<file path="src/rtl/core/glyph_row_text_renderer_macros.svh">
// ----------------------------------------------------------------------------
// Glyph row text renderer assertion macros
// Shorthand for clocked implication checks, disabled during reset.
// ----------------------------------------------------------------------------
`ifndef GLYPH_ROW_TEXT_RENDERER_MACROS_SVH
`define GLYPH_ROW_TEXT_RENDERER_MACROS_SVH

// same-cycle implication
`define GRTR_ASSERT_NOW(lbl, ante, cons) \
   lbl: assert property (@(posedge clock) disable iff (reset) (ante) |-> (cons)) \
      else $error("grtr same-cycle check failed");

// next-cycle implication
`define GRTR_ASSERT_NEXT(lbl, ante, cons) \
   lbl: assert property (@(posedge clock) disable iff (reset) (ante) |=> (cons)) \
      else $error("grtr next-cycle check failed");

`endif

</file>
<file path="src/rtl/core/grtr_pkg.sv">
// ----------------------------------------------------------------------------
// grtr_pkg
// Shared widths, glyph kinds, register indexes and geometry helpers.
// ----------------------------------------------------------------------------
package grtr_pkg;

   localparam int COORD_W    = 9;
   localparam int COLOR_W    = 16;
   localparam int ROW_BITS_W = 32;
   localparam int KIND_W     = 2;
   localparam int RIG_W      = 5;
   localparam int CNT_W      = 5;
   localparam int DIM_W      = 6;
   localparam int LIMIT_W    = 10;
   localparam int CSR_IDX_W  = 2;
   localparam int CSR_DATA_W = 16;

   localparam int SCREEN_SIZE = 240;

   localparam logic [CSR_IDX_W-1:0] CSR_FONT_COLOR = 2'd0;
   localparam logic [CSR_IDX_W-1:0] CSR_BACK_COLOR = 2'd1;
   localparam logic [CSR_IDX_W-1:0] CSR_OPAQUE     = 2'd2;

   localparam logic [COLOR_W-1:0] FONT_COLOR_RST = 16'hFFFF;
   localparam logic [COLOR_W-1:0] BACK_COLOR_RST = 16'h0000;
   localparam logic               OPAQUE_RST     = 1'b1;

   typedef enum logic [KIND_W-1:0] {
      KIND_ASCII_8X16  = 2'd0,
      KIND_ASCII_16X32 = 2'd1,
      KIND_CJK_16X16   = 2'd2,
      KIND_CJK_32X32   = 2'd3
   } kind_type;

   typedef enum logic {
      ST_IDLE,
      ST_EMIT
   } state_type;

   typedef struct packed {
      logic pix_set;
      logic pix_emit;
      logic row_done;
   } ser_status_type;

   function automatic logic [DIM_W-1:0] kind_width(input kind_type kind);
      logic [DIM_W-1:0] w;
      unique case (kind)
         KIND_ASCII_8X16:  w = 6'd8;
         KIND_ASCII_16X32: w = 6'd16;
         KIND_CJK_16X16:   w = 6'd16;
         KIND_CJK_32X32:   w = 6'd32;
      endcase
      return w;
   endfunction

   function automatic logic [DIM_W-1:0] kind_height(input kind_type kind);
      logic [DIM_W-1:0] h;
      unique case (kind)
         KIND_ASCII_8X16:  h = 6'd16;
         KIND_ASCII_16X32: h = 6'd32;
         KIND_CJK_16X16:   h = 6'd16;
         KIND_CJK_32X32:   h = 6'd32;
      endcase
      return h;
   endfunction

   // rightmost legal cursor column after an advance
   function automatic logic [LIMIT_W-1:0] wrap_limit(input kind_type kind);
      return LIMIT_W'(SCREEN_SIZE) - {{(LIMIT_W-DIM_W){1'b0}}, kind_width(kind)};
   endfunction

endpackage

</file>
<file path="src/rtl/core/grtr_req_if.sv">
// ----------------------------------------------------------------------------
// grtr_req_if
// Glyph row request channel: valid/ready with one bitmap row and cursor data.
// ----------------------------------------------------------------------------
interface grtr_req_if;
   logic                                 valid;
   logic                                 ready;
   logic                                 start_new;
   logic [grtr_pkg::COORD_W-1:0]         start_row;
   logic [grtr_pkg::COORD_W-1:0]         start_col;
   logic [grtr_pkg::KIND_W-1:0]          glyph_kind;
   logic [grtr_pkg::ROW_BITS_W-1:0]      row_bits;

   modport source (
      output valid, start_new, start_row, start_col, glyph_kind, row_bits,
      input  ready
   );

   modport sink (
      input  valid, start_new, start_row, start_col, glyph_kind, row_bits,
      output ready
   );
endinterface

</file>
<file path="src/rtl/core/grtr_rsp_if.sv">
// ----------------------------------------------------------------------------
// grtr_rsp_if
// Pixel write channel: valid/ready with screen position and color.
// ----------------------------------------------------------------------------
interface grtr_rsp_if;
   logic                              valid;
   logic                              ready;
   logic [grtr_pkg::COORD_W-1:0]      pixel_row;
   logic [grtr_pkg::COORD_W-1:0]      pixel_col;
   logic [grtr_pkg::COLOR_W-1:0]      pixel_color;
   logic                              last;

   modport source (
      output valid, pixel_row, pixel_col, pixel_color, last,
      input  ready
   );

   modport sink (
      input  valid, pixel_row, pixel_col, pixel_color, last,
      output ready
   );
endinterface

</file>
<file path="src/rtl/core/grtr_row_serializer.sv">
// ----------------------------------------------------------------------------
// grtr_row_serializer
// Left-aligns a glyph row and shifts it out one pixel bit per step.
// ----------------------------------------------------------------------------
module grtr_row_serializer (
   input  logic                               clock,
   input  logic                               reset,
   input  logic                               load,
   input  logic                               step,
   input  logic [grtr_pkg::ROW_BITS_W-1:0]    row_bits,
   input  grtr_pkg::kind_type                 kind,
   input  logic                               opaque,
   output grtr_pkg::ser_status_type           status
);

   logic [grtr_pkg::ROW_BITS_W-1:0] shift_ff, shift_in;
   logic [grtr_pkg::CNT_W-1:0]      cnt_ff, cnt_in;
   logic [grtr_pkg::CNT_W-1:0]      wmax_ff, wmax_in;
   logic [grtr_pkg::ROW_BITS_W-1:0] aligned;

   // drop bits above the glyph width by pushing the row to the top
   always_comb begin
      unique case (kind)
         grtr_pkg::KIND_ASCII_8X16:  aligned = {row_bits[7:0], 24'd0};
         grtr_pkg::KIND_ASCII_16X32: aligned = {row_bits[15:0], 16'd0};
         grtr_pkg::KIND_CJK_16X16:   aligned = {row_bits[15:0], 16'd0};
         grtr_pkg::KIND_CJK_32X32:   aligned = row_bits;
      endcase
   end

   always_comb begin
      shift_in = shift_ff;
      cnt_in   = cnt_ff;
      wmax_in  = wmax_ff;
      if (load) begin
         shift_in = aligned;
         cnt_in   = '0;
         wmax_in  = grtr_pkg::CNT_W'(grtr_pkg::kind_width(kind) - 6'd1);
      end else if (step) begin
         shift_in = {shift_ff[grtr_pkg::ROW_BITS_W-2:0], 1'b0};
         cnt_in   = cnt_ff + 5'd1;
      end
   end

   always_ff @(posedge clock) begin
      if (reset) begin
         cnt_ff  <= '0;
         wmax_ff <= '0;
      end else begin
         cnt_ff  <= cnt_in;
         wmax_ff <= wmax_in;
      end
      shift_ff <= shift_in;
   end

   // transparent rows end at the last set bit, opaque rows at the glyph width
   always_comb begin
      status.pix_set  = shift_ff[grtr_pkg::ROW_BITS_W-1];
      status.pix_emit = shift_ff[grtr_pkg::ROW_BITS_W-1] | opaque;
      status.row_done = opaque ? (cnt_ff == wmax_ff)
                               : (shift_ff[grtr_pkg::ROW_BITS_W-2:0] == '0);
   end

endmodule

</file>
<file path="src/rtl/core/glyph_row_text_renderer.sv">
// ----------------------------------------------------------------------------
// glyph_row_text_renderer
// A taken row request loads the serializer; each emitted pixel then passes the
//   output register, and transparent mode writes no pixel for a clear bit.
// No new request is taken until the row's last pixel (width 8, 16 or 32) steps
//   out; output stalls freeze the shifter, transparent rows stop early.
// Reset (synchronous): cursor and glyph row go to 0, colors FFFF/0000, opaque on.
// ----------------------------------------------------------------------------
`include "glyph_row_text_renderer_macros.svh"

module glyph_row_text_renderer (
   input  logic                               clock,
   input  logic                               reset,
   grtr_req_if.sink                           req_ch,
   grtr_rsp_if.source                         rsp_ch,
   input  logic                               csr_we,
   input  logic [grtr_pkg::CSR_IDX_W-1:0]     csr_idx,
   input  logic [grtr_pkg::CSR_DATA_W-1:0]    csr_wdata
);

   grtr_pkg::state_type              state_ff, state_in;
   logic [grtr_pkg::COORD_W-1:0]     cur_row_ff, cur_row_in;
   logic [grtr_pkg::COORD_W-1:0]     cur_col_ff, cur_col_in;
   logic [grtr_pkg::RIG_W-1:0]       rig_ff, rig_in;
   logic [grtr_pkg::COLOR_W-1:0]     font_ff, font_in;
   logic [grtr_pkg::COLOR_W-1:0]     back_ff, back_in;
   logic                             opaque_ff, opaque_in;
   logic [grtr_pkg::COORD_W-1:0]     pix_row_ff, pix_row_in;
   logic [grtr_pkg::COORD_W-1:0]     pix_col_ff, pix_col_in;
   logic                             rsp_valid_ff, rsp_valid_in;
   logic [grtr_pkg::COORD_W-1:0]     rsp_row_ff, rsp_row_in;
   logic [grtr_pkg::COORD_W-1:0]     rsp_col_ff, rsp_col_in;
   logic [grtr_pkg::COLOR_W-1:0]     rsp_color_ff, rsp_color_in;
   logic                             rsp_last_ff, rsp_last_in;

   logic                             req_accept;
   logic                             step;
   logic                             row_finish;
   logic                             rsp_stall;
   grtr_pkg::kind_type               kind;
   logic [grtr_pkg::DIM_W-1:0]       width;
   logic [grtr_pkg::DIM_W-1:0]       height;
   logic [grtr_pkg::COORD_W-1:0]     eff_row, eff_col;
   logic [grtr_pkg::RIG_W-1:0]       eff_rig;
   logic                             glyph_end;
   logic [grtr_pkg::LIMIT_W-1:0]     adv_col;
   logic                             wrap;
   grtr_pkg::ser_status_type         ser_status;

   assign req_accept = req_ch.valid & req_ch.ready;
   assign kind       = grtr_pkg::kind_type'(req_ch.glyph_kind);
   assign width      = grtr_pkg::kind_width(kind);
   assign height     = grtr_pkg::kind_height(kind);
   assign row_finish = step & ser_status.row_done;
   assign rsp_stall  = rsp_valid_ff & ~rsp_ch.ready;

   // ---------------- state machine ----------------
   always_comb begin
      state_in = state_ff;
      unique case (state_ff)
         grtr_pkg::ST_IDLE: if (req_accept) state_in = grtr_pkg::ST_EMIT;
         grtr_pkg::ST_EMIT: if (step && ser_status.row_done) state_in = grtr_pkg::ST_IDLE;
      endcase
   end

   always_comb begin
      req_ch.ready = (state_ff == grtr_pkg::ST_IDLE);
      step         = (state_ff == grtr_pkg::ST_EMIT) && (!rsp_valid_ff || rsp_ch.ready);
   end

   // ---------------- configuration ----------------
   always_comb begin
      font_in   = font_ff;
      back_in   = back_ff;
      opaque_in = opaque_ff;
      if (csr_we) begin
         unique case (csr_idx)
            grtr_pkg::CSR_FONT_COLOR: font_in   = csr_wdata;
            grtr_pkg::CSR_BACK_COLOR: back_in   = csr_wdata;
            grtr_pkg::CSR_OPAQUE:     opaque_in = csr_wdata[0];
            default: ;
         endcase
      end
   end

   // ---------------- cursor ----------------
   always_comb begin
      eff_row   = req_ch.start_new ? req_ch.start_row : cur_row_ff;
      eff_col   = req_ch.start_new ? req_ch.start_col : cur_col_ff;
      eff_rig   = req_ch.start_new ? '0 : rig_ff;
      glyph_end = ({1'b0, eff_rig} + 6'd1) >= height;
      adv_col   = {1'b0, eff_col} + {4'd0, width};
      wrap      = adv_col > grtr_pkg::wrap_limit(kind);

      cur_row_in = cur_row_ff;
      cur_col_in = cur_col_ff;
      rig_in     = rig_ff;
      pix_row_in = pix_row_ff;
      pix_col_in = pix_col_ff;
      if (req_accept) begin
         pix_row_in = eff_row + {4'd0, eff_rig};
         pix_col_in = eff_col;
         cur_row_in = eff_row;
         cur_col_in = eff_col;
         rig_in     = eff_rig + 5'd1;
         if (glyph_end) begin
            rig_in = '0;
            if (wrap) begin
               cur_col_in = '0;
               cur_row_in = eff_row + {3'd0, height};
            end else begin
               cur_col_in = adv_col[grtr_pkg::COORD_W-1:0];
            end
         end
      end else if (step) begin
         pix_col_in = pix_col_ff + 9'd1;
      end
   end

   // ---------------- output register ----------------
   always_comb begin
      rsp_valid_in = rsp_valid_ff && !rsp_ch.ready;
      rsp_row_in   = rsp_row_ff;
      rsp_col_in   = rsp_col_ff;
      rsp_color_in = rsp_color_ff;
      rsp_last_in  = rsp_last_ff;
      if (step) begin
         rsp_valid_in = ser_status.pix_emit;
         if (ser_status.pix_emit) begin
            rsp_row_in   = pix_row_ff;
            rsp_col_in   = pix_col_ff;
            rsp_color_in = ser_status.pix_set ? font_ff : back_ff;
            rsp_last_in  = ser_status.row_done;
         end
      end
   end

   assign rsp_ch.valid       = rsp_valid_ff;
   assign rsp_ch.pixel_row   = rsp_row_ff;
   assign rsp_ch.pixel_col   = rsp_col_ff;
   assign rsp_ch.pixel_color = rsp_color_ff;
   assign rsp_ch.last        = rsp_last_ff;

   always_ff @(posedge clock) begin
      if (reset) begin
         state_ff     <= grtr_pkg::ST_IDLE;
         cur_row_ff   <= '0;
         cur_col_ff   <= '0;
         rig_ff       <= '0;
         font_ff      <= grtr_pkg::FONT_COLOR_RST;
         back_ff      <= grtr_pkg::BACK_COLOR_RST;
         opaque_ff    <= grtr_pkg::OPAQUE_RST;
         rsp_valid_ff <= 1'b0;
      end else begin
         state_ff     <= state_in;
         cur_row_ff   <= cur_row_in;
         cur_col_ff   <= cur_col_in;
         rig_ff       <= rig_in;
         font_ff      <= font_in;
         back_ff      <= back_in;
         opaque_ff    <= opaque_in;
         rsp_valid_ff <= rsp_valid_in;
      end
      pix_row_ff   <= pix_row_in;
      pix_col_ff   <= pix_col_in;
      rsp_row_ff   <= rsp_row_in;
      rsp_col_ff   <= rsp_col_in;
      rsp_color_ff <= rsp_color_in;
      rsp_last_ff  <= rsp_last_in;
   end

   grtr_row_serializer u_serializer (
      .clock    (clock),
      .reset    (reset),
      .load     (req_accept),
      .step     (step),
      .row_bits (req_ch.row_bits),
      .kind     (kind),
      .opaque   (opaque_ff),
      .status   (ser_status)
   );

   // ---------------- assertions ----------------
   `GRTR_ASSERT_NEXT(a_accept_starts_emit, req_accept, state_ff == grtr_pkg::ST_EMIT)
   `GRTR_ASSERT_NEXT(a_row_done_ends_emit, row_finish, state_ff == grtr_pkg::ST_IDLE)
   `GRTR_ASSERT_NEXT(a_stall_holds_column, state_ff == grtr_pkg::ST_EMIT && rsp_stall, $stable(pix_col_ff))

endmodule
</file>
<file path="src/flat_wrapper.sv">
// flat-port wrapper written by rule: the top's interface ports become plain ports
module glyph_row_text_renderer_flat 
  (clock, reset, csr_we, csr_idx, csr_wdata, req_ch_valid, req_ch_start_new, req_ch_start_row, req_ch_start_col, req_ch_glyph_kind, req_ch_row_bits, req_ch_ready, rsp_ch_valid, rsp_ch_pixel_row, rsp_ch_pixel_col, rsp_ch_pixel_color, rsp_ch_last, rsp_ch_ready);
  grtr_req_if req_ch_i ();
  grtr_rsp_if rsp_ch_i ();
  input  logic clock;
  input  logic reset;
  input  logic csr_we;
  input  logic [grtr_pkg::CSR_IDX_W-1:0] csr_idx;
  input  logic [grtr_pkg::CSR_DATA_W-1:0] csr_wdata;
  input wire logic [$bits(req_ch_i.valid)-1:0] req_ch_valid;
  input wire logic [$bits(req_ch_i.start_new)-1:0] req_ch_start_new;
  input wire logic [$bits(req_ch_i.start_row)-1:0] req_ch_start_row;
  input wire logic [$bits(req_ch_i.start_col)-1:0] req_ch_start_col;
  input wire logic [$bits(req_ch_i.glyph_kind)-1:0] req_ch_glyph_kind;
  input wire logic [$bits(req_ch_i.row_bits)-1:0] req_ch_row_bits;
  output wire logic [$bits(req_ch_i.ready)-1:0] req_ch_ready;
  output wire logic [$bits(rsp_ch_i.valid)-1:0] rsp_ch_valid;
  output wire logic [$bits(rsp_ch_i.pixel_row)-1:0] rsp_ch_pixel_row;
  output wire logic [$bits(rsp_ch_i.pixel_col)-1:0] rsp_ch_pixel_col;
  output wire logic [$bits(rsp_ch_i.pixel_color)-1:0] rsp_ch_pixel_color;
  output wire logic [$bits(rsp_ch_i.last)-1:0] rsp_ch_last;
  input wire logic [$bits(rsp_ch_i.ready)-1:0] rsp_ch_ready;
  assign req_ch_i.valid = req_ch_valid;
  assign req_ch_i.start_new = req_ch_start_new;
  assign req_ch_i.start_row = req_ch_start_row;
  assign req_ch_i.start_col = req_ch_start_col;
  assign req_ch_i.glyph_kind = req_ch_glyph_kind;
  assign req_ch_i.row_bits = req_ch_row_bits;
  assign req_ch_ready = req_ch_i.ready;
  assign rsp_ch_valid = rsp_ch_i.valid;
  assign rsp_ch_pixel_row = rsp_ch_i.pixel_row;
  assign rsp_ch_pixel_col = rsp_ch_i.pixel_col;
  assign rsp_ch_pixel_color = rsp_ch_i.pixel_color;
  assign rsp_ch_last = rsp_ch_i.last;
  assign rsp_ch_i.ready = rsp_ch_ready;
  glyph_row_text_renderer u_core (.clock(clock), .reset(reset), .req_ch(req_ch_i), .rsp_ch(rsp_ch_i), .csr_we(csr_we), .csr_idx(csr_idx), .csr_wdata(csr_wdata));
endmodule
</file>
<file path="config.mk">
export PLATFORM = sky130hd
export DESIGN_NAME = glyph_row_text_renderer_flat
export DESIGN_NICKNAME = d
export VERILOG_FILES = /design/src/rtl/core/grtr_pkg.sv /design/src/rtl/core/grtr_req_if.sv /design/src/rtl/core/grtr_rsp_if.sv /design/src/rtl/core/grtr_row_serializer.sv /design/src/rtl/core/glyph_row_text_renderer.sv /design/src/flat_wrapper.sv
export VERILOG_INCLUDE_DIRS = /design/src /design/src/rtl/core
export SDC_FILE = /design/constraint.sdc
export NUM_CORES = 1
export LEC_CHECK = 0
export BUFFER_PORTS_ARGS = -buffer_cell sky130_fd_sc_hd__buf_4
export CAP_MARGIN = 20
export CORE_UTILIZATION = 34
export CTS_BUF_LIST = sky130_fd_sc_hd__clkbuf_8 sky130_fd_sc_hd__clkbuf_16
export CTS_CLUSTER_DIAMETER = 100
export CTS_CLUSTER_SIZE = 14
export DETAILED_ROUTE_END_ITERATION = 7
export HOLD_SLACK_MARGIN = 0.12
export PLACE_DENSITY = 0.5
export RECOVER_POWER = 25
export SYNTH_ARGS = -nofsm -noshare
export SYNTH_HDL_FRONTEND = slang
export SYNTH_SLANG_ARGS = --single-unit
export TNS_END_PERCENT = 50
</file>
<file path="constraint.sdc">
create_clock -name clock -period 9.35 [get_ports clock]
set_input_delay 0.4675 -clock clock [delete_from_list [all_inputs] [get_ports clock]]
set_output_delay 0.4675 -clock clock [all_outputs]
set_load 0.01 [all_outputs]
</file>
* Word-level counts from Yosys, hierarchy flattened
Index checks and enable logic that the tools add are counted.
** Storage, ports and cells
- Flip-flop bits (word level) :: 153
- Output and inout bits :: 37
- Logic and storage cells :: 77
- Bits of input ports :: 76
** Operators by class
- Order comparisons :: 2
- Mux-type cells :: 22
- Equal/unequal tests :: 6
- Add/sub/neg operators :: 9
- Bitwise operators :: 3
- Reduce and logical (&&, ||, !) cells :: 18
** Operators by type and width (number)
- case mux 32 bit (3 select lines) :: 1
- 2-to-1 mux 9 bit :: 8
- 2-to-1 mux 32 bit :: 2
- logical NOT 31 bit :: 1
- case mux 6 bit (3 select lines) :: 1
- 2-to-1 mux 16 bit :: 1
- 2-to-1 mux 5 bit :: 3
- case mux 6 bit (2 select lines) :: 1
- adder 5 x 1 -> 5 bit (second input constant) :: 2
- adder 9 x 6 -> 10 bit :: 1
- > comparator 10 bit :: 1
- adder 9 x 1 -> 9 bit (second input constant) :: 1
- adder 9 x 5 -> 9 bit :: 1
- adder 9 x 6 -> 9 bit :: 1
- subtractor 8 x 6 -> 9 bit (first input constant) :: 1
- AND reduction 2 bit :: 4
- OR reduction 2 bit :: 4
- adder 5 x 1 -> 6 bit (second input constant) :: 1
- equality test 2 bit (second input constant) :: 3
- greater-or-equal comparator 6 bit :: 1
- equality test 5 bit :: 1
- subtractor 5 x 1 -> 5 bit (second input constant) :: 1
- equality test 2 x 1 -> 1 bit (second input constant) :: 2
- logical NOT 2 bit :: 2
- 9 further kinds :: 15

* Depth between registers and ports, before layout
Gate-level depths: netlist (run 1).
- Word-level depth :: 7
- Depth in mapped cells :: 17
- Gate-level depth less buffers :: 13

* By module
A second synthesis (run 1) with hierarchy kept.
** Second synthesis, totals
- Cells, all modules :: 709
- Area, all modules :: 7464.7 um2
** Modules (own cells, without submodules)
- glyph_row_text_renderer :: instances 1, seq. area each 2752.6 um2, area an instance 5327.6 um2, cells an instance 507
- grtr_row_serializer :: instances 1, seq. area each 1121.1 um2, area an instance 2137.0 um2, cells an instance 202

* Worst setup path after synthesis (run 1)
OpenSTA, ideal clock, no wires.
- Kind :: input-to-reg
- Start point :: input port req_ch_start_new
- End point :: register u_core.cur_row_ff[8] in the netlist's numbering
- Path buffers :: 4
- Arrival time :: 3.334 ns
- Data required time :: 9.230 ns
- Cell stages on the path :: 17
- Path slack :: 5.896 ns
- Library setup time :: 0.120 ns
- Cell sequence :: buf_6 -> buf_2 -> buf_1 -> nand2b_1 -> inv_1 -> ha_1 -> nand3_1 -> xnor2_1 -> nand2b_1 -> ha_1 -> and3_1 -> o211ai_1 -> and2_1 -> clkbuf_1 -> nor4b_1 -> a221oi_1 -> a211o_1
** Between the ends
- Cells in the longest elaborated chain, start to end :: 5
- Elaborated cells between the ends (all ways) :: 10
- Classes of those cells :: add/sub (3); order compare (2); mux (5)
** Ends and longest elaborated chain
- from (decl) :: RTL line flat_wrapper.sv:12 : input wire logic [$bits(req_ch_i.start_new)-1:0] req_ch_start_new;
- 2-to-1 mux 9 bit :: RTL line glyph_row_text_renderer.sv:89 : eff_col = req_ch.start_new ? req_ch.start_col : cur_col_ff;
- adder 9 x 6 -> 10 bit :: RTL line glyph_row_text_renderer.sv:92 : adv_col = {1'b0, eff_col} + {4'd0, width};
- > comparator 10 bit :: RTL line glyph_row_text_renderer.sv:93 : wrap = adv_col > grtr_pkg::wrap_limit(kind);
- 2-to-1 mux 9 bit :: RTL line glyph_row_text_renderer.sv:108 : if (wrap) begin
- 2-to-1 mux 9 bit * :: RTL line glyph_row_text_renderer.sv:106 : if (glyph_end) begin
- to (signal assigned) :: RTL line glyph_row_text_renderer.sv:156 : cur_row_ff <= cur_row_in;
- to (decl) :: RTL line glyph_row_text_renderer.sv:22 : logic [grtr_pkg::COORD_W-1:0] cur_row_ff, cur_row_in;
Mark *: on every way between the ends. The rest lies on a longest branch, timed or not.
A chain may end at the register's enable or synchronous reset.

* Final worst setup path (run 1)
- Start point :: input port req_ch_start_new
- End point :: register u_core.cur_col_ff[0] in the netlist's numbering
** Between the ends
- Cells in the longest elaborated chain, start to end :: 5
- Elaborated cells between the ends (all ways) :: 8
- Classes of those cells :: add/sub (2); order compare (2); mux (4)
** Ends and longest elaborated chain
- 2-to-1 mux 9 bit :: RTL line glyph_row_text_renderer.sv:89
- adder 9 x 6 -> 10 bit :: RTL line glyph_row_text_renderer.sv:92
- > comparator 10 bit :: RTL line glyph_row_text_renderer.sv:93
- 2-to-1 mux 9 bit :: RTL line glyph_row_text_renderer.sv:108
- 2-to-1 mux 9 bit * :: RTL line glyph_row_text_renderer.sv:106
- to (signal assigned) :: RTL line glyph_row_text_renderer.sv:157 : cur_col_ff <= cur_col_in;
- to (decl) :: RTL line glyph_row_text_renderer.sv:23 : logic [grtr_pkg::COORD_W-1:0] cur_col_ff, cur_col_in;
Marks and branches as above.

==> results of run 1 <==
## cells in the mapped netlist, drive strengths merged, types with 14 or more instances
library cell  count
clkbuf           28
a21oi            50
nor3             15
xnor2            16
a22oi            19
mux2             28
edfxtp           85
nand3            31
nor2             36
inv              18
ha               23
mux2i            25
buf              14
nand2           132
o21ai            33
dfxtp            66
## cell families after synthesis
kind of cell | after synthesis | share of synthesized area (%)
adder cells (fa/ha/maj) | 26 | 4.747
AO/OA/AOI/OAI | 132 | 11.41
other | 1 | 0.05117
flip-flops | 151 | 52.86
XOR/XNOR | 24 | 2.868
buffers and inverters | 60 | 3.415
multiplexers | 53 | 7.939
AND/OR/NAND/NOR | 268 | 16.72
## through the flow
step	cells	setup slack, ps	utilization (%)	hold slack [ps]
after floorplan	715	5896	-	400.3
after global placement	1065	5569	39.72	401.7
after detailed placement	1065	5456	39.72	404.5
after CTS	1097	5871	42.65	253.4
after global routing	1097	4396	42.03	262.6
final	1097	4734	42.03	269.1
## final timing paths
path / from / end / slack (ps) / cells after the start
worst max-delay path: req_ch_start_new / u_core.cur_col_ff[0] / 4730 / 12
worst min-delay path: csr_wdata[10] / u_core.font_ff[10] / 270 / 3
worst max register to register: u_core.cur_col_ff[3] / u_core.cur_col_ff[0] / 6040 / 11
worst min register to register: u_core.pix_row_ff[5] / u_core.rsp_ch.pixel_row[5] / 420 / 0
## sequential cells by signal, summed over array words and instances (netlist names)
signal	count
u_core.rsp_ch.pixel_col	9
u_core.font_ff	16
u_core.rsp_ch.pixel_color	16
u_core.opaque_ff	1
u_core.rig_ff	5
u_core.u_serializer.wmax_ff	3
u_core.rsp_ch.last	1
u_core.cur_col_ff	9
u_core.pix_row_ff	9
u_core.rsp_ch.valid	1
u_core.u_serializer.cnt_ff	5
u_core.back_ff	16
u_core.cur_row_ff	9
u_core.rsp_ch.pixel_row	9
u_core.u_serializer.shift_ff	32
u_core.pix_col_ff	9
u_core.state_ff	1
## worst max-delay path, delay by kind of cell
family,cells,cell delay (ps)
simple gates,2,280
compound gates,4,1100
mux,1,520
buf+inv,1,1400
xor+xnor,1,200
fa+ha+maj,3,940
## routing by layer
layer  share of wire [%]  vias up  global-route usage [%]
met4                 2.0        0                   6.480
li1                    -     2754                       -
met2                  46      122                   27.38
met3                 4.7       26                   3.945
met5                   0        -                       0
met1                  47     2648                   22.61
## power breakdown
group / switching [mW] / internal, mW / total (mW) / leakage (nW)
sequential: 0.0372 / 0.781 / 0.818 / 1.37
clock: 0.285 / 0.425 / 0.710 / 0.308
combinational: 0.149 / 0.105 / 0.254 / 1.73
total: 0.471 / 1.31 / 1.78 / 3.41
## layout make-up
cell class | instances | area [um^2]
clock buffer | 21 | 514.2
clock inverter | 11 | 103.9
fill | 2069 | 12230
inverter | 18 | 67.56
multi-input combinational | 504 | 3212
sequential | 151 | 3874
tap | 275 | 344.1
timing repair buffer | 117 | 747.0
==> reports/qor.yml, run 1 <==
status:
  status: "finished, violations left"
  violations: "max-capacitance violations, max-slew violations"
yosys:
  postSynthAreaPerCell_um2: 10.25
  synth_top_area_share_pct: 34.83
  synth.area.top_cells: "edfxtp_1 35%, dfxtp_1 18%, nand2_1 6.8%"
  synth-edff-count: 85
  synth_area_leader_cell: "edfxtp_1"
  yosys_most_used_dff: "edfxtp_1"
  syn_nets: 817
  syn_area_mm2: 0.007328
  synth_seq_cells: 151
  ys_warn_count: 0
  synthArstFlopShare_pct: 0
  syn_inst: 715
  seq_area_frac_synth_pct: 52.86
  synthDistinctLibCells: 57
routing:
  drtIter0Drc: 285
  antenna_left: 0
  wl_per_cell_um: 16.78
  routed_via_density: 5.059
  drc_errors: 0
  drt-pass1-iter-count: 6
  routed_wl_um: 18410
  num_vias: 5550
timing:
  drv_slew: 88
  clock_skew_ps: 6.022
  maxClockFrequency_ghz: 0.2166
  tightest_slew_ps: 2402
  finalHoldViolCount: 0
  fin_crit_sh_pct: 49.37
  finalSetupViolCount: 0
  grt_setup_unrepaired: "false"
  slew_headroom_pct: -60.15
  min_period_ps: 4616
  fin_tns_setup_ps: 0
grt:
  antenna_found_initial: 0
  grt_max_degree: 86
  grtUsageTotal_pct: 17.16
  overflow: 0
  grt_pass1_wl_um: 29190
  grt_pass1_vias: 5559
setup_path:
  worstSetupPathType: "primary input to flip-flop"
  critPathRequiredTime_ps: 9670
  critPathLaunchType: "primary input"
  cp_data_arrival_time_ps: 4940
  crit_fanout: 37
  crit_top_cell: "ha_1"
  critical-path-max-stage-delay_ps: 1400
  crit_path_end_kind: "flip-flop"
  path_cells: "clkbuf_1 > mux2_2 > ha_1 > fa_1 > xor2_1 > ha_1 > nand3_1 > a2111oi_4 > a21oi_2 > a22oi_2 > nand4_1 > a31oi_1"
  slowest_stage: "clkbuf_1"
cells_and_area:
  layout_commonest_cell: "nand2_1"
  drive_gt1_share_pct: 18.49
  n_antenna_cell: 0
  final_cell_mix: "131 x nand2_1, 85 x edfxtp_1, 82 x buf_4"
  layout.nets: 911
  final_cell_area_mm2: 0.008862
  area_growth_pct: 20.93
floorplan:
  die_area_mm2: 0.02214
  rows: 53
  ios: 113
  start_util_pct: 34.75
  die_h_um: 148.8
  core_mm2: 0.02109
  die_width_um: 148.8
power_and_ir_drop:
  p_leak_nw: 3.413
  irDropWorstVdd_mv: 0.1171
  total_power_mw: 1.781
  power_density_mw_per_mm2: 201.0
clock_tree:
  post-cts-setup-buffer-count: 0
  cts_resized: 0
  root_buffer: "clkbuf_16"
  cts_tree: "yes"
  cts_buffer_depth: 2
  cts_buffers: 17
  clk_pin_slew_worst_paths_ps: 60
  cts_num_sinks: 151
  clock_latency_ps: 420
  cts_hold_buf: 0
  h-tree-depth: 4
place:
  dpl_cell_area_mm2: 0.008376
  place_hpwl_um: 12710
  finalWeightedCongestion: 0.8745
  portBuffers: 112
flow_run:
  drv_cap: 2
hold_path:
  hp-class: "primary input to flip-flop"
(Power assumes the default switching activity.)
==> inputs of run 2 (changes only) <==
Settings changed: ABC_AREA set to 1.
Clock period 9.35 ns to 4.6 ns, I/O delays scaled along.
==> reports/qor.yml, run 2 <==
cells_and_area:
  area_growth_pct: 23.48
  multi_input_area_mm2: 0.002903  # -9.6%
  top_register: "u_core.u_serializer.shift_ff"
  largest_reg_flops: 32  # unchanged
  fillCellCount: 2132  # +3.0%
  drive_gt1_share_pct: 17.17  # -1.3 points
  seqCellArea_mm2: 0.003874  # unchanged
  n_antenna_cell: 0  # unchanged
  final_cell_mix: "206 x nand2_1, 98 x o21ai_0, 88 x inv_1"
  layout_commonest_cell: "nand2_1"
  layout.nets: 1044  # +15%
routing:
  routed_wl_um: 18140  # -1.5%
  drt-pass1-iter-count: 5  # -1
  drc_errors: 0  # unchanged
  wl_per_cell_um: 14.74  # -12%
  num_vias: 5867  # +5.7%
  antenna_left: 0  # unchanged
  routed_via_density: 4.770  # -5.7%
  drtIter0Drc: 396  # +39%
place:
  portBuffers: 112  # unchanged
  pre_cts_slack_ps: 1476  # -3980 ps
  finalWeightedCongestion: 0.8342  # -4.6%
  place_hpwl_um: 12740  # +0.24%
yosys:
  synth_seq_cells: 151  # unchanged
  syn_nets: 918  # +12%
  synth-edff-count: 85  # unchanged
  synth_top_area_share_pct: 34.91  # +0.083 points
  synthDistinctLibCells: 51  # -11%
  syn_inst: 816  # +14%
  postSynthAreaPerCell_um2: 8.959  # -13%
  syn_area_mm2: 0.007311  # -0.24%
  seq_area_frac_synth_pct: 52.99  # +0.13 points
  synthArstFlopShare_pct: 0  # unchanged
  ys_warn_count: 0  # unchanged
  synth.most_common_cell: "nand2_1"
  synth_common_cells: "206 x nand2_1, 98 x o21ai_0, 88 x inv_1"
  synth.area.top_cells: "edfxtp_1 35%, dfxtp_1 18%, nand2_1 11%"
  yosys_most_used_dff: "edfxtp_1"
  synth_area_leader_cell: "edfxtp_1"
timing:
  min_period_ps: 2917
  tightest_slew_ps: 1290  # -1112 ps
  slew_headroom_pct: 13.99  # +74 points
  maxClockFrequency_ghz: 0.3428
  drv_slew: 0  # -100%
  fin_crit_sh_pct: 63.41
  clock_skew_ps: 9.775  # +3.753 ps
  grt_setup_unrepaired: "false"
  setup_slack_ps: 1683  # -3051 ps
  fin_tns_setup_ps: 0  # unchanged
  finalSetupViolCount: 0  # unchanged
  finalHoldViolCount: 0  # unchanged
hold_path:
  hp-class: "primary input to flip-flop"
  min_path_cells: 3  # unchanged
  hold_end: "u_core.u_serializer.shift_ff[13]"
  hp-start: "req_ch_row_bits[13]"
floorplan:
  die_area_mm2: 0.02209  # -0.23%
  ios: 113  # unchanged
  start_util_pct: 34.78  # about the same
  die_width_um: 148.6  # -0.12%
  core_mm2: 0.02102  # -0.31%
  rows: 53  # unchanged
  die_h_um: 148.6  # -0.12%
setup_path:
  crit_path_end_kind: "flip-flop"
  worstSetupPathType: "flip-flop to flip-flop"
  ff2ff_path_depth: 4  # -7
  critPathLaunchType: "flip-flop"
  crit_fanout: 33  # -11%
  reg2reg_from: "u_core.u_serializer.shift_ff[31]"
  cp_data_arrival_time_ps: 3020  # -1920 ps
  critPathRequiredTime_ps: 4710  # -4960 ps
  r2r_setup_slack_ps: 1680  # -4360 ps
  timing.rr.end: "u_core.rsp_ch.pixel_row[8]"
clock_tree:
  h-tree-depth: 4  # unchanged
  cts_buffer_depth: 2  # unchanged
  cts_resized: 0  # unchanged
  cts_buffers: 17  # unchanged
  clk_pin_slew_worst_paths_ps: 60  # about the same
  cts_tree: "yes"
  cts_num_sinks: 151  # unchanged
  clock_latency_ps: 420  # about the same
  root_buffer: "clkbuf_16"
power_and_ir_drop:
  power.share.clock_pct: 38.1  # -1.8 points
  sw_frac_of_total_pct: 28.12  # +1.7 points
  irDropWorstVdd_mv: 0.2468  # +110%
  netSwitchingPower_uw: 998.5  # +110%
  internal_power_mw: 2.553  # +95%
  power_frac_comb_pct: 15.0  # +0.8 points
  power_density_mw_per_mm2: 393.4  # +96%
  seqPwrFrac_pct: 46.9  # +1.0 points
  p_leak_nw: 3.808  # +12%
grt:
  grt_pass1_wl_um: 28900  # -1.0%
  grt_max_degree: 48  # -44%
  overflow: 0  # unchanged
  grt_pass1_vias: 5474  # -1.5%
  antenna_found_initial: 0  # unchanged
  grtUsageTotal_pct: 17.09  # -0.076 points
flow_run:
  drv_cap: 0  # -2
status:
  status: "finished, final reports clean"
==> run 2: kinds of logic after synthesis <==
kind of cell / synth area share [%]
DFF: 52.99
xor gates and xnor gates: 1.677
AOI/OAI and AO/OA: 12.12
adders and majority gates: 4.758
other: 0.05129
and+or+nand+nor: 21.10
buffers and inverters: 7.308
==> run 2: how the worst max path moves through the flow <==
stage / cells after the start / to / startpoint
6_report: 4 / u_core.rsp_ch.pixel_row[8] / u_core.u_serializer.shift_ff[31]
5_1_grt: 4 / u_core.rsp_ch.pixel_row[8] / u_core.u_serializer.shift_ff[31]
3_5_place_dp: 18 / u_core.cur_row_ff[4] / req_ch_start_new
4_1_cts: 17 / u_core.cur_row_ff[8] / u_core.cur_col_ff[4]
2_1_floorplan: 17 / u_core.cur_row_ff[6] / req_ch_start_new
3_3_place_gp: 18 / u_core.cur_row_ff[5] / req_ch_start_new
==> run 2: area by class of cell <==
cell class | count | share of cell area (%)
sequential | 151 | 42.91
multi-input combinational | 537 | 32.16
timing repair buffer | 140 | 10.76
clock buffer | 19 | 5.142
inverter | 95 | 4.019
tap | 275 | 3.812
clock inverter | 13 | 1.206
==> run 2: critical path, cell delays in order, from the launching register on <==
cell and delay (ps):
edfxtp_1 320, clkbuf_1 940, o21ai_0 250, inv_1 720, buf_4 370
==> run 2: layer usage <==
layer  GRT usage, %  vias to the layer above  wire length (um)
met1          23.95                     2727              8985
li1               -                     2990                 -
met2          26.45                      134              8140
met4          5.876                        0               229
met3          2.945                       16               779
met5              0                        -                 0
==> run 2: power groups by stage <==
stage / Sequential, mW / Clock, mW / Combinational (mW)
finish: 1.67 / 1.35 / 0.531
global route: 1.68 / 1.45 / 0.604
global placement: 1.70 / 0 / 0.544
CTS: 1.67 / 1.39 / 0.562
floorplan: 1.69 / 0 / 0.327
detailed placement: 1.70 / 0 / 0.547
==> run 2: through the flow <==
step | cells | total power [mW] | hold WS, ps | utilization [%] | instance area (um^2)
3_3_place_gp | 1179 | 2.240 | 403.6 | 39.92 | 8392
4_1_cts | 1230 | 3.617 | 139.1 | 43.55 | 9155
3_5_place_dp | 1179 | 2.243 | 404.5 | 39.92 | 8392
5_1_grt | 1230 | 3.735 | 175.6 | 42.94 | 9027
2_1_floorplan | 816 | 2.020 | 343.2 | - | 7311
6_report | 1230 | 3.551 | 153.2 | 42.94 | 9027
==> run 2: timing repair <==
action,in CTS,in global routing
hold endpoints to repair,35,0
setup buffers,0,0
hold buffers,19,0
